## config.mk

```make
export PLATFORM = sky130hd
export DESIGN_NAME = sit_ctrl
export DESIGN_NICKNAME = d
export VERILOG_FILES = /design/src/hdl/sit_pkg.sv /design/src/hdl/sit_ctrl.sv
export SDC_FILE = /design/constraint.sdc
export NUM_CORES = 1
export LEC_CHECK = 0
export ABC_AREA = 1
export BUFFER_PORTS_ARGS = -buffer_cell sky130_fd_sc_hd__buf_2
export CELL_PAD_IN_SITES_DETAIL_PLACEMENT = 0
export CELL_PAD_IN_SITES_GLOBAL_PLACEMENT = 1
export CORE_AREA = 2 2 39 41
export CTS_CLUSTER_DIAMETER = 120
export DETAILED_ROUTE_END_ITERATION = 16
export DIE_AREA = 0 0 41 43
export PLACE_DENSITY_LB_ADDON = 0.1
export SYNTH_ARGS = -nofsm -noshare
export SYNTH_HDL_FRONTEND = slang
export SYNTH_SLANG_ARGS = --single-unit
```

## constraint.sdc

```tcl
create_clock -name aclk -period 1.3 [get_ports aclk]
set_clock_uncertainty 0.1 [all_clocks]
set_input_delay 0.065 -clock aclk [delete_from_list [all_inputs] [get_ports aclk]]
set_output_delay 0.065 -clock aclk [all_outputs]
set_load 0.01 [all_outputs]
```

## src/hdl/sit_pkg.sv

```systemverilog
`default_nettype none
package sit_pkg;

    // table geometry
    localparam int CAPACITY    = 64;
    localparam int HANDLE_BITS = 16;
    localparam int POS_BITS    = (CAPACITY > 1) ? $clog2(CAPACITY) : 1;
    localparam int CNT_BITS    = $clog2(CAPACITY + 1);

    // stream field widths
    localparam int OP_BITS      = 2;
    localparam int ID_BITS      = 31;
    localparam int IN_HDL_BITS  = 16;
    localparam int STATUS_BITS  = 2;
    localparam int OUT_POS_BITS = 6;
    localparam int OUT_HDL_BITS = 16;
    localparam int S_TDATA_BITS = 48;
    localparam int M_TDATA_BITS = 24;
    localparam int M_PAD_BITS   = M_TDATA_BITS - OUT_HDL_BITS - OUT_POS_BITS;

    // operation codes
    localparam logic [OP_BITS-1:0] OP_INSERT = 2'd0;
    localparam logic [OP_BITS-1:0] OP_LOOKUP = 2'd1;
    localparam logic [OP_BITS-1:0] OP_DELETE = 2'd2;

    // result status codes
    localparam logic [STATUS_BITS-1:0] ST_OK        = 2'd0;
    localparam logic [STATUS_BITS-1:0] ST_NOT_FOUND = 2'd1;
    localparam logic [STATUS_BITS-1:0] ST_FULL      = 2'd2;

    // controller to datapath commands
    typedef struct packed {
        logic load;     // capture a new request
        logic compare;  // run the per-cell compares
        logic execute;  // update the table and load the result register
    } cmd_t;

endpackage
`default_nettype wire

```

## src/hdl/sit_ctrl.sv

```systemverilog
`default_nettype none
module sit_ctrl
    import sit_pkg::*;
(
    input  wire logic aclk,
    input  wire logic aresetn,
    input  wire logic s_tvalid,
    output logic      s_tready,
    output logic      m_tvalid,
    input  wire logic m_tready,
    output cmd_t      cmd
);

    typedef enum logic [2:0] {
        ST_IDLE    = 3'b001,
        ST_COMPARE = 3'b010,
        ST_EXECUTE = 3'b100
    } state_t;

    state_t state_reg, state_next;
    logic   m_valid_reg, m_valid_next;
    logic   out_free;
    logic   load;
    logic   execute;

    assign out_free = !m_valid_reg || m_tready;
    assign execute  = (state_reg == ST_EXECUTE) && out_free;
    assign s_tready = (state_reg == ST_IDLE) || execute;
    assign load     = s_tvalid && s_tready;

    always_comb begin
        state_next = state_reg;
        case (state_reg)
            ST_IDLE: begin
                if (load) begin
                    state_next = ST_COMPARE;
                end
            end
            ST_COMPARE: begin
                state_next = ST_EXECUTE;
            end
            ST_EXECUTE: begin
                if (out_free) begin
                    state_next = load ? ST_COMPARE : ST_IDLE;
                end
            end
            default: begin
                state_next = ST_IDLE;
            end
        endcase
    end

    always_comb begin
        m_valid_next = m_valid_reg;
        if (execute) begin
            m_valid_next = 1'b1;
        end else if (m_tready) begin
            m_valid_next = 1'b0;
        end
    end

    always_ff @(posedge aclk) begin
        if (!aresetn) begin
            state_reg   <= ST_IDLE;
            m_valid_reg <= 1'b0;
        end else begin
            state_reg   <= state_next;
            m_valid_reg <= m_valid_next;
        end
    end

    assign m_tvalid    = m_valid_reg;
    assign cmd.load    = load;
    assign cmd.compare = (state_reg == ST_COMPARE);
    assign cmd.execute = execute;

    a_exec_free: assert property (@(posedge aclk) disable iff (!aresetn)
        cmd.execute |-> (!m_valid_reg || m_tready))
        else $error("result overwritten before transfer");

    a_exec_shows: assert property (@(posedge aclk) disable iff (!aresetn)
        cmd.execute |=> m_valid_reg)
        else $error("result not presented after execute");

    a_load_compare: assert property (@(posedge aclk) disable iff (!aresetn)
        cmd.load |=> cmd.compare)
        else $error("accepted request skipped compare");

endmodule
`default_nettype wire

```

# After elaboration in Yosys (flattened, before gate mapping)
# Cells that the tools add are included.
totals:
  register_bits: 4
  inputBits: 4
  output_inout_bits: 5
  word_cells: 20
op_classes:
  n_eq_ne: 5
  reduce_logical: 7
  muxes: 6
op_table:
  columns: ["op", "n"]
  rows:
  - ["$pmux W3 S3", 1]
  - ["$mux W3", 2]
  - ["$ne A2 B2 Y1 const B", 2]
  - ["$eq A3 B1 Y1 const B", 1]
  - ["$eq A3 B2 Y1 const B", 1]
  - ["$eq A3 B3 Y1 const B", 1]
  - ["$logic_and A1 B1 Y1", 2]
  - ["$logic_or A1 B1 Y1", 2]
  - ["$mux W1", 2]
  - ["$mux W2", 1]
  - ["$reduce_and A2 Y1", 1]
  - ["$reduce_bool A2 Y1", 1]
  - ["$logic_not A1 Y1", 1]

# Longest topological paths before layout
# Gate-level depths: netlist of the first run.
logic_depth:
  ltp_word: 8
  mapped_depth: 7
  mapped_depth_nobuf: 7

# Worst setup path before layout of the first run
# Ideal clock, no wire load.
synth_timing:
  path_kind: "register -> register"
  start: "register state_reg[0]"
  end: "register state_reg[0]"
  setup_time_ns: 0.113
  arrival_time_ns: 0.821
  period_less_slack_ns: 1.034
  slack_ns: 0.266
  path_stages_with_launch: 7
  n_path_buf: 0
  required_ns: 1.087
  path_cell_list: "dfxtp_1 -> nor2_2 -> nand3_1 -> nand2_2 -> nand2_2 -> nand3_1 -> nand2_1"
synth_via:
  elab_chain_cells: 7
  word_cells_on_any_way: 12
  cone_classes: "5 x eq/ne; 3 x mux; 4 x reduce/logical"
synth_lines:
  columns: ["element", "line", "text"]
  rows:
  - ["start: declaration", "sit_ctrl.sv:20", "state_t state_reg, state_next;"]
  - ["start signal: assignment", "sit_ctrl.sv:67", "state_reg <= state_next;"]
  - ["$eq A3 B3 Y1", "sit_ctrl.sv:27", "assign execute = (state_reg == ST_EXECUTE) && out_free;"]
  - ["$logic_and A1 B1 Y1", "sit_ctrl.sv:27", null]
  - ["$logic_or A1 B1 Y1 *", "sit_ctrl.sv:28", "assign s_tready = (state_reg == ST_IDLE) || execute;"]
  - ["named net s_tready", "sit_ctrl.sv:8", "output logic s_tready,"]
  - ["$logic_and A1 B1 Y1 *", "sit_ctrl.sv:29", "assign load = s_tvalid && s_tready;"]
  - ["$mux W2", "sit_ctrl.sv:44", "state_next = load ? ST_COMPARE : ST_IDLE;"]
  - ["$mux W3", "sit_ctrl.sv:43", "if (out_free) begin"]
  - ["$pmux W3 S3", "sit_ctrl.sv:33", "case (state_reg)"]
# The timed path passes the listed nets; every way through them passes the cells marked *. The select of a mux whose other input is x is not followed.
# A chain may end at the register's enable or synchronous reset.

==> flow_metrics.tcl, run 1 <==
set metrics [dict create \
    cts_sinks 4 \
    avgViaCountPerCell 3.53 \
    synth_seq_cells 4 \
    place.gp.congestion 0.636 \
    io_pins 9 \
    startpoint "state_reg[0]" \
    grt_pass1_vias 173 \
    cts_hold_buffers 0 \
    syn_inst 33 \
    cts_max_path_buffers 2 \
    p_sw_uw 94.7 \
    core_area_um2 1380 \
    cts.reportedPaths.clkPinSlew_ps 30 \
    finalSetupViolCount 0 \
    clock_tree.root_cell "clkbuf_4" \
    synth.distinct_cells 10 \
    tightest_slew_ps 145 \
    swShare_pct 25.3 \
    cp_max_fo 3 \
    io_buffers 8 \
    hp-class "primary input to register" \
    finalCriticalPeriod_ps 1250 \
    syn_nets 37 \
    numCtsBuffers 3 \
    postRouteAntennaNets 0 \
    grt_max_degree 5 \
    drive_above_1_share_pct 50.0 \
    peakVddDrop_uv 364 \
    drt_iter0_drc 0 \
    leakage_nw 0.184 \
    p_int_uw 279 \
    htreeDepth 1 \
    grt-ovfl-total 0 \
    maxSlewViolCount 0 \
    synth_area_um2 215 \
    routed_wl_um 464 \
    insertion_delay_ps 230 \
    worstPathRequired_ps 1130 \
    die_area_um2 1760 \
    avgSynthCellArea_um2 6.52 \
    max_slew_margin_pct 90.3 \
    cts_tree "done" \
    reg2reg_from "state_reg[2]" \
    n_antenna_cell 0 \
    powerDensity_nw_per_um2 1160 \
    fin_util_pct 23.2 \
    grt_first_pass_wirelength_um 627 \
    p_clk_share_pct 39.1 \
    fmax_ghz 0.799 \
    seq_power_share_pct 37.5 \
    placedCellCount 55 \
    initial_core_util_pct 15.6 \
    nets 52 \
    worstPathArrival_ps 1090 \
    endpoint_kind "output port" \
    wl_per_cell_um 7.48 \
    grt_setup_unrepaired "yes" \
    hold_violations 0 \
    post_dp_cell_area_um2 260 \
    final_cell_area_um2 322 \
    num_rows 14 \
    grt_use_total_pct 5.92 \
    crit_path_start_kind "register" \
    synthToLayoutAreaGrowth_pct 49.4 \
    finalNonFillerCells 62 \
    period_share_pct 96.3 \
    drc 0 \
    max-cap-violations 0 \
    status "finished, final reports clean" \
    synth_seq_area_share_pct 37.2 \
    worstHoldStart "aresetn" \
    die_h_um 43 \
    criticalPathCategory "register to output port" \
    largest_register_ffs 3 \
    hpwl_um 359 \
    dr.pass1.iters 1 \
    vias 219 \
    total_power_uw 374 \
    antenna_found_initial 0 \
    rrSetupSlack_ps 100 \
    pwr-share-comb_pct 23.4 \
    dieWidth_um 41 \
    synth_warnings 0 \
]
-- final cells by class --
cell class	count	area [um^2]
Fill cell	171	1060
Multi-Input combinational cell	21	103
Tap cell	16	20.0
Inverter	6	22.5
Clock buffer	3	22.5
Sequential cell	4	83.8
Timing Repair Buffer	12	70.1
-- cells in the mapped netlist --
master	number	area share (%)
nor2_1	8	14
inv_1	6	10
dfxtp_1	4	37
nand2_1	4	7.0
nand2_2	3	8.7
nand3_1	3	7.0
buf_4	2	7.0
a21oi_1	1	2.3
nand3b_1	1	3.5
nor2_2	1	2.9
-- per-stage QoR --
stage                     worst slack (ps)  hold slack (ps)  TNS, ps
final                                 48.0             3.65        0
after global routing                 -9.00             30.7    -9.00
after detailed placement               211              245        0
after global placement                 200              232        0
after CTS                            0.885             2.91        0
after floorplan                        266              106        0
-- what timing repair did --
action | 4_1_cts | 5_1_grt
gates cloned | 0 | 0
endpoints found under the hold margin | 0 | 0
pin swaps | 1 | 4
resized for setup | 1 | 3
endpoints found under the setup margin | 1 | 1
buffers inserted | 1 | 3
-- power by group through the flow --
stage	sequential, mW	combinational, mW	clock (mW)
6_report	0.140	0.0875	0.146
5_1_grt	0.141	0.0983	0.157
4_1_cts	0.138	0.0747	0.155
3_5_place_dp	0.140	0.0684	0
3_3_place_gp	0.140	0.0694	0
2_1_floorplan	0.139	0.0531	0
-- worst max-delay path: stages (launching register included) --
cell and delay, ps:
dfxtp_2 320, nor2_2 140, nand3_2 100, nand2_2 90, nand2_2 60, inv_1 40
buf_2 110
-- cells in the final DEF, fill, tap and decap left out --
master    synthesis  final
a21oi_1           1      1
dfxtp_1           4      1
nand3_1           3      2
dfxtp_2           0      3
inv_1             6      6
nor2_2            1      1
clkbuf_4          0      3
nor2_1            8      8
buf_4             2      4
buf_2             0      8
nand3_2           0      1
nand3b_1          1      1
nand2_1           4      4
nand2_2           3      3
-- path summary, 6_finish.rpt --
path                       end  cells past startpoint
setup / recovery        cmd[2]                      6
setup reg to reg  state_reg[0]                      6
hold reg to reg       m_tvalid                      2
hold / removal    state_reg[2]                      3
-- logic make-up (layout without fill, tap and decap cells) --
group / count (synthesis) / after routing / synth area share, %
AO/OA/AOI/OAI: 1 / 1 / 2.32
buffers and inverters: 8 / 21 / 17.4
flip-flops: 4 / 4 / 37.2
AND/OR/NAND/NOR: 20 / 20 / 43.0
-- layer usage --
metal	GRT usage, %	up-vias	wire length, um
li1	-	122	-
met1	5.79	91	199
met2	7.19	4	225
met3	4.71	2	34
met4	6.00	0	5
met5	0	-	0
Note: power is estimated with default switching activity, not from simulation.
==> run 2, diff against run 1 <==
--- a/config.mk
+++ b/config.mk
@@ -7,6 +7,7 @@
 export LEC_CHECK = 0
 export ABC_AREA = 1
 export BUFFER_PORTS_ARGS = -buffer_cell sky130_fd_sc_hd__buf_2
+export CAP_MARGIN = 5
 export CELL_PAD_IN_SITES_DETAIL_PLACEMENT = 0
 export CELL_PAD_IN_SITES_GLOBAL_PLACEMENT = 1
 export CORE_AREA = 2 2 39 41
@@ -14,6 +15,7 @@
 export DETAILED_ROUTE_END_ITERATION = 16
 export DIE_AREA = 0 0 41 43
 export PLACE_DENSITY_LB_ADDON = 0.1
+export RECOVER_POWER = 25
 export SYNTH_ARGS = -nofsm -noshare
 export SYNTH_HDL_FRONTEND = slang
 export SYNTH_SLANG_ARGS = --single-unit
==> run 2 against run 1 <==
First-iteration DRC count stayed put. Worst hold slack stayed put. Sequential share of layout area is 0.10 points higher. Register-to-register slack hardly changed. Fmax stayed put. Sequential power hardly changed.
==> flow_metrics.tcl, run 2 (synthesis results as in run 1) <==
set metrics [dict create \
    final_cell_mix "8 x nor2_1, 7 x buf_2, 6 x inv_1" \
    cts.reportedPaths.clkPinSlew_ps 30 \
    n_antenna_cell 0 \
    leakage_nw 0.179 \
    antenna_found_initial 0 \
    fmax_ghz 0.799 \
    criticalPathCategory "register to output port" \
    endpoint_kind "output port" \
    rrSetupSlack_ps 100 \
    fillers 171 \
    numCtsBuffers 3 \
    status "finished, final reports clean" \
    cts_sinks 4 \
    hold_violations 0 \
    startpoint "state_reg[0]" \
    place.gp.congestion 0.636 \
    hold_path_end "state_reg[2]" \
    peakVddDrop_uv 364 \
    wl_per_cell_um 7.56 \
    cts_hold_buffers 0 \
    powerDensity_nw_per_um2 1170 \
    max-cap-violations 0 \
    grt_setup_unrepaired "yes" \
    largest_register_ffs 3 \
    total_power_uw 374 \
    layout_commonest_cell "nor2_1" \
    io_buffers 8 \
    core_area_um2 1380 \
    hpwl_um 359 \
    final_cell_area_um2 320 \
    nets 52 \
    fin_util_pct 23.1 \
    reg2reg_from "state_reg[2]" \
    max_slew_margin_pct 90.3 \
    dr.pass1.iters 1 \
    grt-ovfl-total 0 \
    placedCellCount 55 \
    finalCriticalPeriod_ps 1250 \
    avgViaCountPerCell 3.53 \
    cts_tree "done" \
    drt_iter0_drc 0 \
    die_h_um 43 \
    maxSlewViolCount 0 \
    grt_max_degree 5 \
    synthToLayoutAreaGrowth_pct 48.8 \
    finalSetupViolCount 0 \
    die_area_um2 1760 \
    worstPathArrival_ps 1090 \
    r2r_cells 6 \
    grt_first_pass_wirelength_um 627 \
    period_share_pct 96.3 \
    r2r-end "state_reg[0]" \
    postRouteAntennaNets 0 \
    finalNonFillerCells 62 \
    drive_above_1_share_pct 47.8 \
    grt_use_total_pct 5.92 \
    drc 0 \
    hp-class "primary input to register" \
    initial_core_util_pct 15.6 \
    cp_max_fo 3 \
    htreeDepth 1 \
    cts_max_path_buffers 2 \
    tightest_slew_ps 145 \
    worstPathRequired_ps 1130 \
    routed_wl_um 469 \
    vias 219 \
    io_pins 9 \
    worstHoldStart "aresetn" \
    post_dp_cell_area_um2 260 \
    holdPathStages 3 \
    grt_pass1_vias 173 \
    crit_path_start_kind "register" \
    insertion_delay_ps 230 \
    num_rows 14 \
    dieWidth_um 41 \
    fin_hold_ws_ps 3.65 \
    clock_tree.root_cell "clkbuf_4" \
]
==> run 2: through the flow <==
| step | setup slack [ps] | TNS (ps) |
|---|---|---|
| floorplan | 266 | 0 |
| global placement | 200 | 0 |
| detailed placement | 211 | 0 |
| CTS | 0.885 | 0 |
| global route | -9.00 | -9.00 |
| finish | 48.0 | 0 |
==> run 2: repair_timing <==
item | CTS | global route
buffers inserted | 1 | 3
resized for setup | 1 | 3
cloned | 0 | 0
endpoints found under the setup margin | 1 | 1
pin swaps | 1 | 4
==> run 2: layout make-up <==
class	instances	area (um^2)	area share [%]
clock buffers	3	22.5	7.03
inverters	6	22.5	7.03
multi-input cells	21	103	32.0
flip-flops and latches	4	83.8	26.2
well taps	16	20.0	6.25
repair buffers	12	68.8	21.5
==> run 2: worst max-delay path, cell delays in order (launching register included) <==
cell     delay [ps]
dfxtp_2         320
nor2_2          140
nand3_2         100
nand2_2          90
nand2_2          60
inv_1            40
buf_2           110
==> run 2: worst max-delay path by stage <==
stage,endpoint,slack (ps)
final,cmd[2],50
after global routing,cmd[2],-9
after CTS,cmd[2],0.9
after detailed placement,state_reg[0],210
after global placement,state_reg[0],200
after floorplan,state_reg[0],270
==> run 2: report_power, final <==
part	internal (mW)	total, mW	switching (mW)	leakage, nW
clock network	0.103	0.146	0.0434	0.0138
logic	0.0435	0.0875	0.0440	0.132
registers	0.133	0.140	0.00726	0.0334
==> run 2: routing by layer <==
metal  wire length (um)  global-route usage (%)  vias up
met5                  0                       0        -
met2                225                    7.19        4
met4                  5                    6.00        0
met1                204                    5.79       91
met3                 34                    4.71        2
li1                   -                       -      122
==> run 3, diff against run 2 <==
==> constraint.sdc (replaced) <==
create_clock -name aclk -period 1.5 [get_ports aclk]
set_clock_uncertainty 0.1 [all_clocks]
set_input_delay 0.075 -clock aclk [delete_from_list [all_inputs] [get_ports aclk]]
set_output_delay 0.075 -clock aclk [all_outputs]
set_load 0.01 [all_outputs]
==> run 3 against run 2 <==
Sequential share of layout area grew 2.5 points. Final area shrank 13%. Routed wire length is 4.5% lower. Die area did not move. Worst setup slack gained 140 ps. Register-to-register slack better by 260 ps. Worst hold slack improved by 5.4 ps. First-iteration DRC count grew 1. Clock-buffer cell count unchanged. Total power decreased by 18%. Critical path depth unchanged. Critical endpoint unchanged. Largest cell class unchanged. Largest power group unchanged.
==> flow_metrics.tcl, run 3 (synthesis results as in run 1) <==
set metrics [dict create \
    cts_resized 0 \
    io_pins 9 \
    vias 204 \
    htreeDepth 1 \
    finalWorstSetupSlack_ps 184 \
    core_area_um2 1380 \
    largest_register_ffs 3 \
    place.gp.congestion 0.616 \
    cts_sinks 4 \
    finalCriticalPeriod_ps 1320 \
    postRouteAntennaNets 0 \
    cts.reportedPaths.clkPinSlew_ps 40 \
    endpoint_kind "output port" \
    grt_use_met1_pct 6.73 \
    grt-ovfl-total 0 \
    finalSetupTns_ps 0 \
    grt_setup_unrepaired "no" \
    powerDensity_nw_per_um2 1100 \
    top_usage_layer "met2" \
    initial_core_util_pct 15.6 \
    max_slew_margin_pct 88.6 \
    fin_hold_ws_ps 9.02 \
    die_area_um2 1760 \
    num_rows 14 \
    cts_tree "done" \
    finalSetupViolCount 0 \
    use_met3_pct 4.71 \
    layout_commonest_cell "nor2_1" \
    wl_per_cell_um 7.72 \
    grt_use_total_pct 6.22 \
    numCtsBuffers 3 \
    maxSlewViolCount 0 \
    grt_pass1_vias 168 \
    grt_first_pass_wirelength_um 648 \
    insertion_delay_ps 230 \
    fmax_ghz 0.760 \
    use_met2_pct 7.19 \
    final_cell_area_um2 279 \
    dp_slack_ps 404 \
    tightest_slew_ps 170 \
    cts_setup_buffers 0 \
    fin_util_pct 20.2 \
    drt_iter0_drc 1 \
    cts_hold_buffers 0 \
    antenna_found_initial 0 \
    final_cell_mix "9 x nor2_1, 7 x buf_2, 6 x inv_1" \
    drive_above_1_share_pct 31.0 \
    leakage_nw 0.160 \
    nets 48 \
    hold_violations 0 \
    status "finished, final reports clean" \
    synthToLayoutAreaGrowth_pct 29.7 \
    cp_max_fo 3 \
    total_power_uw 307 \
    peakVddDrop_uv 311 \
    n_antenna_cell 0 \
    placedCellCount 55 \
    die_h_um 43 \
    hp-class "primary input to register" \
    routed_wl_um 448 \
    crit_path_start_kind "register" \
    grt_max_degree 5 \
    criticalPathCategory "register to output port" \
    worstPathArrival_ps 1140 \
    cts_max_path_buffers 2 \
    dr.pass1.iters 2 \
    worstPathRequired_ps 1320 \
    io_buffers 8 \
    finalNonFillerCells 58 \
    drc 0 \
    max-cap-violations 0 \
    clock_tree.root_cell "clkbuf_4" \
    avgViaCountPerCell 3.52 \
    dieWidth_um 41 \
    post_dp_cell_area_um2 260 \
    period_share_pct 87.7 \
]
run 3: worst paths after layout:
kind                startpoint      endpoint  slack [ps]  cells after the start
hold reg to reg       m_tvalid      m_tvalid         430                      2
setup reg to reg  state_reg[0]  state_reg[0]         360                      6
hold / removal         aresetn  state_reg[2]           9                      3
setup / recovery  state_reg[0]        cmd[2]         180                      6
run 3: area by class of cell:
type	count	area, um^2
Tap cell	16	20.0
Fill cell	168	1100
Clock buffer	3	22.5
Timing Repair Buffer	8	38.8
Multi-Input combinational cell	21	95.1
Sequential cell	4	80.1
Inverter	6	22.5
run 3: per-layer routing:
metal  vias up  routed length, um
li1        114                  -
met1        86                203
met2         4                216
met3         0                 28
met4         0                  0
met5         -                  0
run 3: where the power goes:
part,internal (mW),leakage (nW),switching (mW)
Clock,0.0893,0.0138,0.0416
Sequential,0.114,0.0328,0.00510
Combinational,0.0237,0.113,0.0337
Total,0.227,0.160,0.0804
run 3: worst max-delay path: stages, from the launching register on:
cell,delay (ps)
dfxtp_1,320
nor2_1,160
nand3_1,130
nand2_2,90
nand2_2,60
inv_1,50
buf_2,110
